`src/hw/rtl/tts_pkg.sv`:
```
// Types and codes shared by the tick task scheduler modules.
package tts_pkg;

    // Input word kinds; the fourth code is ignored
    typedef enum logic [1:0] {
        KIND_TICK = 2'd0,
        KIND_ADD  = 2'd1,
        KIND_DEL  = 2'd2
    } t_kind;

    // Result status codes
    typedef enum logic [2:0] {
        STAT_ADDED   = 3'd0,
        STAT_FULL    = 3'd1,
        STAT_DELETED = 3'd2,
        STAT_BAD     = 3'd3,
        STAT_DUE     = 3'd4
    } t_status;

    // Sequencer states
    typedef enum logic {
        ST_IDLE  = 1'b0,
        ST_SWEEP = 1'b1
    } t_state;

    // Input word
    typedef struct packed {
        t_kind       kind;
        logic [7:0]  task_code;
        logic [15:0] start_delay;
        logic [15:0] repeat_period;
        logic [3:0]  slot_number;
    } t_in_word;

    // Result word
    typedef struct packed {
        t_status    status;
        logic [3:0] slot_out;
        logic [7:0] task_out;
        logic       last;
    } t_out_word;

    // Decision of the slot update unit for one slot
    typedef struct packed {
        logic due;      // slot fires this tick
        logic retire;   // one-shot slot is freed after firing
    } t_slot_op;

endpackage

```
`src/hw/rtl/tts_slot_alu.sv`:
```
// Shared slot update unit: countdown, due test and period reload for one slot.
module tts_slot_alu
    import tts_pkg::*;
#(
    parameter int DELAY_BITS = 16
) (
    input  logic                  i_valid,
    input  logic [DELAY_BITS-1:0] i_rem,
    input  logic [DELAY_BITS-1:0] i_reload,
    output t_slot_op              o_op,
    output logic [DELAY_BITS-1:0] o_next_rem
);

    logic w_due;
    logic w_periodic;

    // A count of one or less means the slot fires on this tick
    assign w_due      = i_valid && (i_rem <= DELAY_BITS'(1));
    assign w_periodic = (i_reload != '0);

    always_comb begin
        o_op.due    = w_due;
        o_op.retire = w_due && !w_periodic;
        if (w_due) begin
            o_next_rem = w_periodic ? i_reload : i_rem;
        end else begin
            o_next_rem = i_rem - DELAY_BITS'(1);
        end
    end

endmodule

```
`src/hw/rtl/tick_task_scheduler.sv`:
```
// Tick task scheduler top level: slot table, sweep sequencer and result register.
// Add and delete words: one result word, registered in the cycle after acceptance.
// Tick words: one slot per cycle through a shared update unit, unless a due result
//   waits on i_out_ready; o_in_ready stays low until the sweep has passed every slot.
// Ticks wait for the sweep to end; add/delete words one per cycle if i_out_ready is high.
// Synchronous active-low reset clears the slot valid bits and control at once.
module tick_task_scheduler
    import tts_pkg::*;
#(
    parameter int SLOTS      = 8,
    parameter int DELAY_BITS = 16
) (
    input  logic      i_clk,
    input  logic      i_rst_n,
    input  logic      i_in_valid,
    output logic      o_in_ready,
    input  t_in_word  i_in_word,
    output logic      o_out_valid,
    input  logic      i_out_ready,
    output t_out_word o_out_word
);

    localparam int IW = (SLOTS > 1) ? $clog2(SLOTS) : 1;
    localparam logic [DELAY_BITS-1:0] DMAX = '1;

    // Slot table
    logic [SLOTS-1:0]      r_valid;
    logic [DELAY_BITS-1:0] r_rem    [SLOTS];
    logic [DELAY_BITS-1:0] r_reload [SLOTS];
    logic [7:0]            r_task   [SLOTS];

    // Sequencer and result register
    t_state           r_state, n_state;
    logic [IW-1:0]    r_idx, n_idx;
    logic [SLOTS-1:0] r_due, n_due;
    logic             r_out_valid, n_out_valid;
    t_out_word        r_out, n_out;

    logic             w_in_acc;
    logic             w_out_free;
    logic             w_sweep_step;
    logic             w_sweep_end;
    logic             w_full;
    logic [IW-1:0]    w_free_idx;
    logic             w_bad;
    logic [IW-1:0]    w_del_idx;
    logic [DELAY_BITS-1:0] w_start_sat;
    logic [DELAY_BITS-1:0] w_period_sat;
    logic [15:0]      w_start_fix;
    logic [SLOTS-1:0] w_higher;
    logic             w_last;
    t_slot_op         w_op;
    logic [DELAY_BITS-1:0] w_next_rem;

    assign w_out_free  = !r_out_valid || i_out_ready;
    assign w_in_acc    = i_in_valid && o_in_ready;
    assign w_sweep_end = (r_idx == IW'(SLOTS - 1));
    // A due slot waits while the result register is still held
    assign w_sweep_step = (r_state == ST_SWEEP) && (!w_op.due || w_out_free);

    // Shared update unit, fed by the slot under the sweep index
    tts_slot_alu #(
        .DELAY_BITS (DELAY_BITS)
    ) u_alu (
        .i_valid    (r_valid[r_idx]),
        .i_rem      (r_rem[r_idx]),
        .i_reload   (r_reload[r_idx]),
        .o_op       (w_op),
        .o_next_rem (w_next_rem)
    );

    // Lowest free slot
    always_comb begin
        w_free_idx = '0;
        for (int s = SLOTS - 1; s >= 0; s--) begin
            if (!r_valid[s]) begin
                w_free_idx = IW'(s);
            end
        end
    end
    assign w_full = &r_valid;

    // Delete range check
    assign w_bad     = ({1'b0, i_in_word.slot_number} >= 5'(SLOTS));
    assign w_del_idx = IW'(i_in_word.slot_number);

    // Zero start delay counts as one; saturate both counts to the counter width
    assign w_start_fix  = (i_in_word.start_delay == '0) ? 16'd1 : i_in_word.start_delay;
    assign w_start_sat  = ({17'b0, w_start_fix} > 33'(DMAX)) ? DMAX
                          : DELAY_BITS'(w_start_fix);
    assign w_period_sat = ({17'b0, i_in_word.repeat_period} > 33'(DMAX)) ? DMAX
                          : DELAY_BITS'(i_in_word.repeat_period);

    // Last flag: no slot above the sweep index was due at tick start
    always_comb begin
        for (int s = 0; s < SLOTS; s++) begin
            w_higher[s] = (IW'(s) > r_idx);
        end
    end
    assign w_last = ~|(r_due & w_higher);

    // Next state
    always_comb begin
        n_state = r_state;
        n_idx   = r_idx;
        case (r_state)
            ST_IDLE: begin
                n_idx = '0;
                if (w_in_acc && (i_in_word.kind == KIND_TICK)) begin
                    n_state = ST_SWEEP;
                end
            end
            ST_SWEEP: begin
                if (w_sweep_step) begin
                    if (w_sweep_end) begin
                        n_state = ST_IDLE;
                        n_idx   = '0;
                    end else begin
                        n_idx = r_idx + IW'(1);
                    end
                end
            end
            default: begin
                n_state = ST_IDLE;
                n_idx   = '0;
            end
        endcase
    end

    // Outputs and result register
    always_comb begin
        o_in_ready  = (r_state == ST_IDLE) && w_out_free;
        n_due       = r_due;
        n_out       = r_out;
        n_out_valid = r_out_valid && !i_out_ready;
        case (r_state)
            ST_IDLE: begin
                for (int s = 0; s < SLOTS; s++) begin
                    n_due[s] = r_valid[s] && (r_rem[s] <= DELAY_BITS'(1));
                end
                if (w_in_acc) begin
                    case (i_in_word.kind)
                        KIND_ADD: begin
                            n_out_valid = 1'b1;
                            n_out.task_out = '0;
                            n_out.last     = 1'b1;
                            if (w_full) begin
                                n_out.status   = STAT_FULL;
                                n_out.slot_out = '0;
                            end else begin
                                n_out.status   = STAT_ADDED;
                                n_out.slot_out = 4'(w_free_idx);
                            end
                        end
                        KIND_DEL: begin
                            n_out_valid    = 1'b1;
                            n_out.status   = w_bad ? STAT_BAD : STAT_DELETED;
                            n_out.slot_out = i_in_word.slot_number;
                            n_out.task_out = '0;
                            n_out.last     = 1'b1;
                        end
                        default: begin
                        end
                    endcase
                end
            end
            ST_SWEEP: begin
                if (w_sweep_step && w_op.due) begin
                    n_out_valid    = 1'b1;
                    n_out.status   = STAT_DUE;
                    n_out.slot_out = 4'(r_idx);
                    n_out.task_out = r_task[r_idx];
                    n_out.last     = w_last;
                end
            end
            default: begin
            end
        endcase
    end

    assign o_out_valid = r_out_valid;
    assign o_out_word  = r_out;

    // Control registers
    always_ff @(posedge i_clk) begin
        if (!i_rst_n) begin
            r_state     <= ST_IDLE;
            r_idx       <= '0;
            r_due       <= '0;
            r_out_valid <= 1'b0;
        end else begin
            r_state     <= n_state;
            r_idx       <= n_idx;
            r_due       <= n_due;
            r_out_valid <= n_out_valid;
        end
    end

    // Result payload
    always_ff @(posedge i_clk) begin
        r_out <= n_out;
    end

    // Slot valid bits
    always_ff @(posedge i_clk) begin
        if (!i_rst_n) begin
            r_valid <= '0;
        end else if (w_in_acc && (i_in_word.kind == KIND_ADD) && !w_full) begin
            r_valid[w_free_idx] <= 1'b1;
        end else if (w_in_acc && (i_in_word.kind == KIND_DEL) && !w_bad) begin
            r_valid[w_del_idx] <= 1'b0;
        end else if (w_sweep_step && w_op.retire) begin
            r_valid[r_idx] <= 1'b0;
        end
    end

    // Slot counts, periods and task codes
    always_ff @(posedge i_clk) begin
        if (w_in_acc && (i_in_word.kind == KIND_ADD) && !w_full) begin
            r_rem[w_free_idx]    <= w_start_sat;
            r_reload[w_free_idx] <= w_period_sat;
            r_task[w_free_idx]   <= i_in_word.task_code;
        end else if (w_sweep_step && r_valid[r_idx]) begin
            r_rem[r_idx] <= w_next_rem;
        end
    end

`ifndef ASSERT_OFF
    a_no_accept_in_sweep: assert property (@(posedge i_clk) disable iff (!i_rst_n)
        (r_state == ST_SWEEP) |-> !o_in_ready)
        else $error("input accepted during sweep");

    a_tick_starts_sweep: assert property (@(posedge i_clk) disable iff (!i_rst_n)
        (w_in_acc && (i_in_word.kind == KIND_TICK)) |=> (r_state == ST_SWEEP))
        else $error("tick did not start a sweep");

    a_live_slot_nonzero: assert property (@(posedge i_clk) disable iff (!i_rst_n)
        ((r_state == ST_SWEEP) && r_valid[r_idx]) |-> (r_rem[r_idx] != '0))
        else $error("valid slot with zero count");

    a_slot_in_range: assert property (@(posedge i_clk) disable iff (!i_rst_n)
        (o_out_valid && (o_out_word.status != STAT_BAD))
            |-> ({1'b0, o_out_word.slot_out} < 5'(SLOTS)))
        else $error("result slot out of range");

    a_due_matches_snapshot: assert property (@(posedge i_clk) disable iff (!i_rst_n)
        (r_state == ST_SWEEP) |-> (w_op.due == r_due[r_idx]))
        else $error("due slot differs from tick snapshot");
`endif

endmodule
```
`config.mk`:
```
export PLATFORM = sky130hd
export DESIGN_NAME = tick_task_scheduler
export DESIGN_NICKNAME = d
export VERILOG_FILES = /design/src/hw/rtl/tts_pkg.sv /design/src/hw/rtl/tts_slot_alu.sv /design/src/hw/rtl/tick_task_scheduler.sv
export SDC_FILE = /design/constraint.sdc
export NUM_CORES = 1
export LEC_CHECK = 0
export BUFFER_PORTS_ARGS = -buffer_cell sky130_fd_sc_hd__buf_4
export CAP_MARGIN = 10
export CORE_AREA = 2 2 163 181
export DETAILED_ROUTE_END_ITERATION = 10
export DIE_AREA = 0 0 165 183
export GPL_TIMING_DRIVEN = 0
export PLACE_DENSITY = 0.81
export SKIP_LAST_GASP = 1
export SLEW_MARGIN = 20
export SYNTH_ARGS = -nofsm -noshare
export SYNTH_HDL_FRONTEND = slang
export SYNTH_HIERARCHICAL = 1
export SYNTH_SLANG_ARGS = --single-unit
```
`constraint.sdc`:
```
create_clock -name i_clk -period 6.5 [get_ports i_clk]
set_input_delay 0.325 -clock i_clk [delete_from_list [all_inputs] [get_ports i_clk]]
set_output_delay 0.325 -clock i_clk [all_outputs]
set_load 0.1 [all_outputs]
```
# Word level (Yosys, flattened, before mapping)
# Memories as Yosys holds them, arrays and structs flattened. A register that Yosys moved wholly into a read port is not among the register bits.
# Index checks and enable logic that the tools add are counted.
[op_classes]
add_sub_neg = 2
n_lt_le_gt_ge = 24
n_eq_ne = 7
mux = 53
n_bitwise = 7
reduce_logical = 43
[op_table]
columns = ["cell", "n"]
rows = [
  ["less-or-equal comparator 16 x 1 -> 1 bit, second input constant", 9],
  ["two-way mux 16 bit", 6],
  ["case mux 16 bit (2 select lines)", 2],
  ["two-way mux 3 bit", 17],
  ["logical AND 1 bit", 25],
  ["bitwise AND 8 bit", 3],
  ["two-way mux 8 bit", 3],
  ["two-way mux 1 bit", 17],
  ["zero test 16 bit", 1],
  ["inverter 8 bit", 2],
  ["nonzero test 16 bit", 1],
  ["OR reduction 16 bit", 1],
  ["subtractor 16 x 1 -> 16 bit, second input constant", 1],
  ["> comparator 3 bit, first input constant", 4],
  ["less-than comparator 3 x 4 -> 1 bit, second input constant", 3],
  ["demux 1 bit (select 3 bit)", 3],
  [">= comparator 3 x 1 -> 1 bit, second input constant", 3],
  ["OR 8 bit", 1],
  ["AND reduction 8 bit", 1],
  ["OR reduction 8 bit", 1],
  ["zero test 1 bit", 7],
  ["> comparator 1 x 3 -> 1 bit, first input constant", 2],
  ["> comparator 2 x 3 -> 1 bit, first input constant", 2],
  ["case mux 3 bit (2 select lines)", 1],
  ["17 further kinds", 20],
]
[word_totals]
register_bits = 37
ram_bits = 320
inputBits = 50
out_inout_bits = 18
word_cells = 148
memories = 3
[memory_table]
columns = ["name", "words", "word_bits", "read_ports", "rd_ports_with_merged_regs", "wr", "line", "source"]
rows = [
  ["r_reload", 8, 16, 1, 1, 1, "tick_task_scheduler.sv:29", "logic [DELAY_BITS-1:0] r_reload [SLOTS];"],
  ["r_rem", 8, 16, 9, 1, 1, "tick_task_scheduler.sv:28", "logic [DELAY_BITS-1:0] r_rem [SLOTS];"],
  ["r_task", 8, 8, 1, 1, 1, "tick_task_scheduler.sv:30", "logic [7:0] r_task [SLOTS];"],
]

# Longest topological paths before layout
# Gate-level depths: netlist of the first run.
[depth]
ltp_word = 14
depth_mapped = 16

# Modules after synthesis
# Netlist of the first run, hierarchy kept.
[modules_own_cells]
columns = ["mod", "n_inst", "cells_per_inst", "area_each_um2", "seq_area_each_um2"]
rows = [
  ["tick_task_scheduler", 1, 776, 14715.4, 10550.1],
  ["tts_slot_alu", 1, 103, 611.8, 0.0],
]

# Worst setup path after synthesis of the first run
# No wires, ideal clock.
[synth_timing]
path_kind = "flip-flop to flip-flop"
start = "register (tool-made name)"
end = "memory r_rem[2][0] (enable)"
setup_time_ns = 0.416
t_arrival_ns = 4.456
setup_slack_ns = 1.628
stages_incl_launch_ff = 13
path_buffers = 3
cell_sequence = "dfxtp_1 -> clkbuf_1 -> buf_1 -> mux4_2 -> mux2_2 -> ha_1 -> nor2_1 -> nor3_1 -> and3_1 -> buf_4 -> nand3b_1 -> nand3_1 -> o32ai_1"
[synth_rtl]
columns = ["item", "line"]
rows = [
  ["end: declaration", "tick_task_scheduler.sv:28"],
]

==> results of run 1 <==
==> flip-flops by register name, summed over array words and instances, names as in the netlist, named ones only <==
signal and count:
r_reload 128, r_rem 128, r_task 64, o_out_word 16, r_valid 8, r_due 7
r_idx 3, o_out_valid 1, r_state 1
==> critical path: cells and delay by family, from the launching register on <==
kind | cells | cell delay, ns
AND/OR/NAND/NOR | 5 | 1.95
buffers and inverters | 6 | 2.03
AO/OA/AOI/OAI | 1 | 0.57
multiplexers | 2 | 0.76
flip-flops | 1 | 0.30
==> layout make-up <==
| class | instances | share of cell area, % |
|---|---|---|
| Sequential cell | 359 | 59.8 |
| Buffer | 48 | 1.32 |
| Tap cell | 368 | 2.61 |
| Clock inverter | 13 | 0.489 |
| Timing Repair Buffer | 82 | 4.22 |
| Clock buffer | 45 | 5.18 |
| Multi-Input combinational cell | 454 | 26.0 |
| Inverter | 18 | 0.383 |
==> worst max path at each step <==
stage	start	end	depth (start not counted)
after floorplan	register	r_rem[2][0]	12
after detailed placement	register	r_rem[1][4]	14
final	register	r_rem[1][0]	14
after CTS	register	r_rem[1][1]	14
after global placement	register	r_rem[2][0]	13
after global routing	register	r_rem[1][9]	14
==> power by group <==
part,total [mW],internal [mW],switching [mW],leakage (nW)
Combinational,0.237,0.0849,0.152,1.78
Sequential,2.55,2.54,0.00499,3.22
Clock,1.81,0.995,0.814,0.483
Total,4.59,3.62,0.970,5.49
==> placed cells by master (no fill, tap or decap), types with 4 or more instances in the layout <==
cell type  netlist  final
edfxtp_1       336    336
mux4_2          81     81
buf_4            1     67
mux2_2          42     42
clkbuf_1        25     35
clkbuf_16        0     35
nor2_1          41     34
nor4_1          32     32
nand2_1         28     28
dfxtp_1         23     23
a21oi_1         23     22
inv_1           18     18
o21ai_0         18     17
nand3_1         17     17
nor2b_1         15     15
nand4_1         14     14
mux2i_1         14     14
buf_1           11     10
buf_6            3     10
nor3_1           9      9
a31oi_1          9      9
mux2_4           9      9
ha_1             9      9
buf_12           1      8
nor4b_1          8      8
buf_2            7      7
nor2_4           0      7
nand2b_1         6      6
o21a_1           6      6
clkinv_1         0      6
nand3b_1         5      5
o31ai_1          4      4
o22ai_2          0      4
a211oi_1         4      4
xnor2_1          4      4
==> kinds of logic after synthesis <==
| kind of cell | after synthesis | synth area share, % |
|---|---|---|
| muxes | 149 | 17.0 |
| DFF | 359 | 68.8 |
| xor gates and xnor gates | 5 | 0.286 |
| adders and majority gates | 9 | 0.735 |
| and+or+nand+nor | 200 | 7.30 |
| AOI/OAI and AO/OA | 91 | 3.89 |
| buffers and inverters | 66 | 1.95 |
==> metal layers <==
layer  up-vias  GRT usage [%]  part of all wire [%]
met3       137           4.57                   8.6
met5         -              0                     0
li1       3820              -                     -
met1      4518           31.7                    36
met2       572           40.9                    50
met4         0           11.3                   4.8
==> per-stage QoR <==
stage | instance area (um2) | power [mW]
final | 17600 | 4.59
after global routing | 17600 | 4.70
after CTS | 17600 | 4.61
after global placement | 16300 | 2.82
after detailed placement | 16600 | 2.83
after floorplan | 15300 | 2.74
==> flow_summary_export.csv, run 1 <==
group,metric,value,unit
floorplanning,rows,65,
place,portBuffers,64,
clocking,clk_pin_slew,0.06,ns
finish,multiInputGateArea,4590,um2
clocking,cts_root_buf,"clkbuf_16",
sta,setup_tns,0,ns
clocking,cts_tree,"yes",
run_status,status,"completed",
sta,setup_ws,0.449,ns
finish,synthToLayoutAreaGrowth,15.1,%
synthesis,ys_seq_area_share,68.8,%
finish,final_nets,1056,
clocking,h-tree-depth,2,
floorplanning,coreArea,28400,um2
place,dp.cells,1329,
clocking,post_cts_buffers,0,
synthesis,synth_fp_nets,938,
setup_path,cpMaxStageDelayCell,"clkbuf_1",
power_and_ir_drop,p_per_area,260,nW/um2
sta,fin_hold_ws,0.0300,ns
clocking,numCtsBuffers,34,
floorplanning,die_h,183,um
floorplanning,io_pins,68,
synthesis,ys_async_sr_fraction,0,%
place,gp_congestion,0.972,
synthesis,netlist_area,15300,um2
global_route,grt_max_degree,22,
clocking,postCtsResizedCells,0,
finish,instances_no_fill,1387,
synthesis,ys_ff_latch,359,
sta,post-route-period-util,93.1,%
worst_hold_path,holdPathStages,1,
sta,max_slew_margin,30.0,%
finish,drive_gt1_share,29.2,%
finish,utilization,62.2,%
setup_path,crit_type,"register to register",
finish,num_antenna_cells,0,
synthesis,synth_top_area_cell,"edfxtp_1",
sta,fmax,165,MHz
sta,slew_viol_final,0,
place,hpwl,25100,um
synthesis,yosys_warnings,6,
global_route,overflow,0,
detailed_routing,drt-pass1-iter-count,5,
global_route,grt_pass1_wl,54500,um
clocking,cts_hold_buf,0,
clocking,clock_path_buffers,3,
setup_path,rr_endpoint,"r_rem[1][0]",
floorplanning,start_util,54.0,%
synthesis,synth_cells,879,
flow_run,maxCapViolCount,0,
sta,setup_viol,0,
synthesis,synth.distinct_cells,66,
clocking,clk_latency,0.53,ns
detailed_routing,drtIter0Drc,878,
synthesis,synth_enable_flop_cells,336,
sta,fin_crit,6.05,ns
floorplanning,fp.dieArea,30200,um2
finish,nFillCells,1877,
sta,rsz0062_at_grt,"no",
setup_path,worstPathRequired,6.62,ns
setup_path,end_kind,"register",
detailed_routing,finalWirelength,36600,um
worst_hold_path,hold_class,"input pin to register",
setup_path,crit_arrival,6.17,ns
synthesis,synthTopCellsByCount,"336 x edfxtp_1, 81 x mux4_2, 42 x mux2_2, 41 x nor2_1, 32 x nor4_1",
detailed_routing,ant_nets,0,
worst_hold_path,hp-start,"i_in_word[40]",
worst_hold_path,hold_end,"r_task[0][4]",
synthesis,synth.most_common_cell,"edfxtp_1",
floorplanning,fp.dieW,165,um
setup_path,worst_path_largest_cell_delay,0.67,ns
setup_path,rr_worst_depth,14,
synthesis,synth_top_cell_area_share,65.8,%
detailed_routing,drc,0,
setup_path,cp_max_fo,16,
detailed_routing,via_count,9047,
synthesis,syn_avg_cell_area,17.4,um2
sta,worstMarginPinSlew,1.05,ns
setup_path,worstPathCellList,"buf_2 -> clkbuf_1 -> clkbuf_1 -> mux4_2 -> mux2_2 -> or4_4 -> nor3_1 -> and3_1 -> buf_4 -> nand3b_1 -> and3_1 -> buf_6 -> buf_12 -> a31o_1",
sta,hold_violations,0,
sta,finClkSkew,0.0189,ns
clocking,cts_sinks,359,
setup_path,startpoint_type,"register",
synthesis,synth_area_leaders,"edfxtp_1 66%, mux4_2 12%, mux2_2 3.1%, dfxtp_1 3.0%, nor4_1 1.3%",
global_route,grt_pass1_vias,9064,
setup_path,r2r_slack,0.45,ns
global_route,antenna_found_initial,0,
power_and_ir_drop,ir_drop,0.227,mV
power_and_ir_drop,leakagePower,5.49,nW
global_route,track_usage,24.6,%
place,dpl_worst_slack,0.531,ns
finish,regArea,10600,um2
synthesis,synth_flop_cell,"edfxtp_1",
detailed_routing,vias_per_cell,6.52,
detailed_routing,wl_per_cell,26.4,um
No activity file was read; power rests on OpenSTA's default activity.
==> inputs of run 2 (changes only) <==
PLACE_DENSITY = 0.79   (was 0.81)
==> flow_summary_export.csv, run 2 (synthesis results as in run 1) <==
group,metric,value,unit
clocking,cts_sinks,359,
clocking,clk_latency,0.52,ns
power_and_ir_drop,seqPwrFrac,54.1,%
finish,final_nets,1058,
finish,mostFrequentLayoutCell,"edfxtp_1",
finish,utilization,62.5,%
global_route,antenna_found_initial,0,
detailed_routing,vias_per_cell,6.44,
sta,setup_viol,0,
clocking,clock_path_buffers,3,
clocking,postCtsResizedCells,0,
power_and_ir_drop,comb_power_share,5.0,%
place,portBuffers,64,
power_and_ir_drop,sw_frac_of_total,21.2,%
worst_hold_path,hp-start,"i_in_word[8]",
sta,setup_ws,0.482,ns
power_and_ir_drop,p_int,3.71,mW
setup_path,crit_arrival,6.12,ns
power_and_ir_drop,ir_drop,0.164,mV
clocking,post_cts_buffers,0,
floorplanning,start_util,54.0,%
sta,worstMarginPinSlew,1.06,ns
detailed_routing,wl_per_cell,25.6,um
sta,post-route-period-util,92.6,%
sta,finClkSkew,0.0206,ns
clocking,cts_root_buf,"clkbuf_16",
finish,top_regs,"r_reload x128, r_rem x128, r_task x64",
setup_path,end_kind,"register",
power_and_ir_drop,clkPwrFrac,40.9,%
clocking,clk_pin_slew,0.06,ns
floorplanning,coreArea,28400,um2
worst_hold_path,hold_end,"r_reload[2][4]",
power_and_ir_drop,p_per_area,265,nW/um2
detailed_routing,finalWirelength,35700,um
finish,synthToLayoutAreaGrowth,15.7,%
place,gp_congestion,0.912,
finish,nFillCells,1924,
place,dpl_worst_slack,0.562,ns
sta,slew_viol_final,0,
global_route,track_usage,24.4,%
setup_path,startpoint_type,"register",
power_and_ir_drop,p_sw,0.999,mW
detailed_routing,drtIter0Drc,988,
sta,fmax,166,MHz
place,dp.cells,1328,
sta,fin_hold_ws,0.0313,ns
sta,hold_violations,0,
detailed_routing,drc,0,
detailed_routing,ant_nets,0,
floorplanning,fp.dieArea,30200,um2
finish,final_cell_mix,"336 x edfxtp_1, 81 x mux4_2, 68 x buf_4",
finish,instances_no_fill,1394,
setup_path,rr_endpoint,"r_rem[1][4]",
finish,drive_gt1_share,29.8,%
global_route,overflow,0,
setup_path,r2r_slack,0.48,ns
global_route,grt_max_degree,21,
sta,max_slew_margin,29.3,%
detailed_routing,via_count,8971,
setup_path,worstPathRequired,6.60,ns
worst_hold_path,holdPathStages,1,
setup_path,crit_type,"register to register",
floorplanning,rows,65,
finish,num_antenna_cells,0,
power_and_ir_drop,leakagePower,5.53,nW
clocking,cts_hold_buf,0,
run_status,status,"completed",
sta,fin_crit,6.02,ns
setup_path,cp_max_fo,16,
sta,rsz0062_at_grt,"no",
floorplanning,die_h,183,um
flow_run,maxCapViolCount,0,
detailed_routing,drt-pass1-iter-count,6,
floorplanning,fp.dieW,165,um
worst_hold_path,hold_class,"input pin to register",
floorplanning,io_pins,68,
clocking,cts_tree,"yes",
setup_path,rr_worst_depth,14,
place,hpwl,24800,um
clocking,h-tree-depth,2,
global_route,grt_pass1_wl,54200,um
clocking,numCtsBuffers,36,
global_route,grt_pass1_vias,8943,
-- run 2: area by class of cell --
class	count	area (um2)	area share, %
multi-input combinational	454	4600	25.9
clock buffer	47	952	5.37
inverter	18	67.6	0.381
buffer	48	234	1.32
sequential	359	10600	59.5
timing repair buffer	82	741	4.18
tap	368	460	2.60
clock inverter	18	134	0.755
-- run 2: worst max-delay path by stage --
| stage | slack, ns | cells after the start | to | start |
|---|---|---|---|---|
| 3_5_place_dp | 0.56 | 14 | r_rem[1][7] | register |
| 3_3_place_gp | -0.87 | 13 | r_rem[2][0] | register |
| 5_1_grt | 0.28 | 14 | r_rem[1][5] | register |
| 6_report | 0.48 | 14 | r_rem[1][4] | register |
| 2_1_floorplan | 1.63 | 12 | r_rem[2][0] | register |
| 4_1_cts | 0.52 | 14 | r_rem[1][5] | register |
-- run 2: critical path, cell delays in order, from the launching register on --
cell	delay, ns
dfxtp_1	0.30
buf_2	0.23
clkbuf_1	0.77
clkbuf_1	0.66
mux4_2	0.41
mux2_2	0.33
nor3_1	0.66
and2_1	0.27
and3_1	0.32
buf_4	0.16
nand3b_1	0.25
and3_1	0.32
buf_6	0.15
buf_12	0.15
a31o_1	0.57
-- run 2: metal layers --
metal	GRT usage (%)	up-vias	wire length (um)
met5	0	-	0
met1	33.7	4585	14000
met3	3.78	87	2710
met4	8.38	0	1140
met2	39.8	475	17900
li1	-	3824	-
-- run 2: power by group through the flow --
stage	Combinational, mW	Clock [mW]	Sequential [mW]
after floorplan	0.108	0	2.63
after global placement	0.222	0	2.60
after detailed placement	0.234	0	2.60
after CTS	0.234	1.94	2.55
after global routing	0.251	2.04	2.55
final	0.235	1.93	2.55
-- run 2: per-stage QoR --
step	cell area (um2)	total power [mW]	setup TNS (ns)
floorplan	15300	2.74	0
global placement	16300	2.82	-18.92
detailed placement	16600	2.83	0
CTS	17700	4.72	0
global route	17700	4.84	0
finish	17700	4.71	0
==> inputs of run 3 (changes only) <==
ABC_AREA = 1   (was default)
CORE_AREA = 2 2 166 184   (was 2 2 163 181)
DIE_AREA = 0 0 168 186   (was 0 0 165 183)
==> flow_summary_export.csv, run 3 <==
group,metric,value,unit
flow_run,maxCapViolCount,0,
global_route,grt_max_degree,25,
clocking,clk_latency,0.54,ns
finish,final_cell_mix,"336 x edfxtp_1, 248 x nand2_1, 224 x nor2_1",
finish,synthToLayoutAreaGrowth,15.8,%
global_route,grt_pass1_wl,68900,um
sta,setup_viol,0,
floorplanning,io_pins,68,
clocking,cts_hold_buf,0,
place,gp_congestion,0.971,
synthesis,synth_cells,1517,
setup_path,startpoint_type,"register",
setup_path,cp_top_family,"buffers and inverters",
sta,slew_viol_final,0,
power_and_ir_drop,sw_frac_of_total,22.0,%
power_and_ir_drop,comb_power_share,6.0,%
finish,drive_gt1_share,12.3,%
synthesis,syn_avg_cell_area,10.5,um2
power_and_ir_drop,ir_drop,0.254,mV
global_route,grt_pass1_vias,12161,
finish,num_antenna_cells,0,
floorplanning,fp.dieW,168,um
synthesis,synthTopCellsByCount,"336 x edfxtp_1, 248 x nand2_1, 236 x nor2_1, 183 x o21ai_0, 94 x inv_1",
clocking,numCtsBuffers,37,
floorplanning,die_h,186,um
synthesis,synth_top_area_cell,"edfxtp_1",
sta,post-route-period-util,88.6,%
power_and_ir_drop,p_per_area,282,nW/um2
global_route,track_usage,29.7,%
power_and_ir_drop,clkPwrFrac,44.7,%
sta,max_slew_margin,31.4,%
synthesis,synth_top_cell_area_share,63.4,%
power_and_ir_drop,p_sw,1.14,mW
sta,rsz0062_at_grt,"no",
global_route,antenna_found_initial,0,
detailed_routing,via_count,12379,
clocking,cts_tree,"yes",
synthesis,ys_ff_latch,359,
clocking,clock_path_buffers,3,
finish,top_regs,"r_reload x128, r_rem x128, r_task x64",
power_and_ir_drop,p_int,4.05,mW
global_route,overflow,0,
detailed_routing,wl_met1,16200,um
synthesis,netlist_area,15900,um2
floorplanning,coreArea,29300,um2
place,dpl_worst_slack,1.00,ns
sta,finClkSkew,0.0274,ns
setup_path,crit_type,"register to register",
synthesis,yosys_warnings,6,
setup_path,crit_top_cell,"nand2_1",
synthesis,synth_enable_flop_cells,336,
setup_path,cp_max_fo,16,
place,portBuffers,67,
sta,fin_crit,5.76,ns
clocking,clk_pin_slew,0.06,ns
clocking,post_cts_buffers,0,
power_and_ir_drop,leakagePower,6.68,nW
synthesis,synth.most_common_cell,"edfxtp_1",
sta,worstMarginPinSlew,1.02,ns
synthesis,synth_flop_cell,"edfxtp_1",
detailed_routing,vias_per_cell,6.08,
worst_hold_path,hold_class,"input pin to register",
place,hpwl,31800,um
sta,fmax,174,MHz
setup_path,worst-path-buf-inv,11,
sta,setup_ws,0.743,ns
setup_path,end_kind,"register",
floorplanning,rows,66,
setup_path,worstPathRequired,6.65,ns
synthesis,ys_seq_area_share,66.3,%
detailed_routing,ant_nets,0,
clocking,cts_root_buf,"clkbuf_16",
clocking,postCtsResizedCells,0,
sta,setup_tns,0,ns
detailed_routing,top_layer,"met4",
finish,mostFrequentLayoutCell,"edfxtp_1",
detailed_routing,drt-pass1-iter-count,6,
detailed_routing,drc,0,
clocking,cts_sinks,359,
setup_path,crit_arrival,5.90,ns
synthesis,synth_fp_nets,1576,
floorplanning,fp.dieArea,31200,um2
synthesis,ys_async_sr_fraction,0,%
detailed_routing,finalWirelength,45900,um
detailed_routing,wl_met3,4660,um
synthesis,synth.distinct_cells,36,
detailed_routing,wl_per_cell,22.6,um
finish,final_nets,1691,
setup_path,cpMaxStageDelayCell,"nor2_2",
setup_path,worst_path_largest_cell_delay,0.75,ns
power_and_ir_drop,seqPwrFrac,49.3,%
clocking,h-tree-depth,2,
floorplanning,start_util,54.3,%
detailed_routing,wl_met2,22100,um
detailed_routing,drtIter0Drc,1761,
run_status,status,"completed",
sta,hold_violations,0,
synthesis,synth_area_leaders,"edfxtp_1 63%, nand2_1 5.9%, o21ai_0 5.8%, nor2_1 5.6%, dfxtp_1 2.9%",
[run 3: cell types whose count changed after synthesis, sizes merged, moves of 71 or more]
| cell | previous run | this run |
|---|---|---|
| o21ai | 18 | 193 |
| nand3 | 17 | 88 |
| inv | 18 | 100 |
| nand2 | 28 | 254 |
| nor2 | 41 | 248 |
| mux4 | 81 | 0 |
[run 3: stage by stage]
step / power (mW) / hold WS (ns) / utilization [%] / cell area, um2 / std cells
global placement: 2.90 / 0.508 / 57.6 / 16900 / 1958
CTS: 5.18 / 0.000579 / 62.8 / 18400 / 2035
global route: 5.30 / 0.00495 / 62.8 / 18400 / 2035
floorplan: 2.79 / 0.424 / - / 15900 / 1517
finish: 5.19 / 0.0105 / 62.8 / 18400 / 2035
detailed placement: 2.91 / 0.511 / 58.2 / 17100 / 1967
[run 3: power by group through the flow]
stage / Combinational, mW / Sequential, mW / Clock [mW]
after floorplan: 0.130 / 2.66 / 0
after global placement: 0.293 / 2.61 / 0
after detailed placement: 0.303 / 2.61 / 0
after CTS: 0.305 / 2.56 / 2.31
after global routing: 0.332 / 2.56 / 2.41
final: 0.310 / 2.56 / 2.32
[run 3: final timing paths]
path / start / endpoint / slack, ns / cells after the start
setup / recovery: register / r_rem[2][12] / 0.74 / 25
hold / removal: i_in_word[10] / r_reload[4][6] / 0.01 / 1
setup reg to reg: register / r_rem[2][12] / 0.74 / 25
hold reg to reg: r_valid[7] / r_valid[7] / 0.53 / 2
[run 3: area by class of cell]
type                            instances  area [um2]
Clock inverter                         21         310
Fill cell                            2224       10900
Multi-Input combinational cell        979        4680
Clock buffer                           47        1030
Inverter                              101         379
Timing Repair Buffer                   76         647
Tap cell                              374         468
Sequential cell                       359       10600
Buffer                                 78         353
[run 3: logic make-up after synthesis]
group | Yosys count | share of synthesized area, %
and+or+nand+nor | 643 | 17.3
DFF | 359 | 66.3
AOI/OAI and AO/OA | 323 | 10.9
buffers and inverters | 179 | 4.60
adders and majority gates | 9 | 0.708
xor gates and xnor gates | 4 | 0.220
[run 3: worst register-to-register path, cell delays in order (launching register included)]
cell and delay, ns:
dfxtp_1 0.31, clkbuf_1 0.19, inv_2 0.21, buf_2 0.29
clkbuf_1 0.60, nor2_1 0.09, o22ai_1 0.23, nand2_1 0.12
nand2_1 0.25, inv_1 0.09, ha_1 0.28, inv_1 0.08
nand2_1 0.08, nand3_1 0.08, inv_1 0.05, nand3_2 0.10
inv_1 0.16, buf_4 0.19, nand2_1 0.10, nand2_1 0.06
inv_1 0.28, clkbuf_1 0.50, nand3_1 0.14, nand2_1 0.10
nand2_1 0.09, nor2_2 0.75
[run 3: metal layers]
layer,track usage [%],vias up
met4,18.2,0
met1,35.9,5838
met2,50.1,786
met5,0,-
li1,-,5572
met3,5.10,183
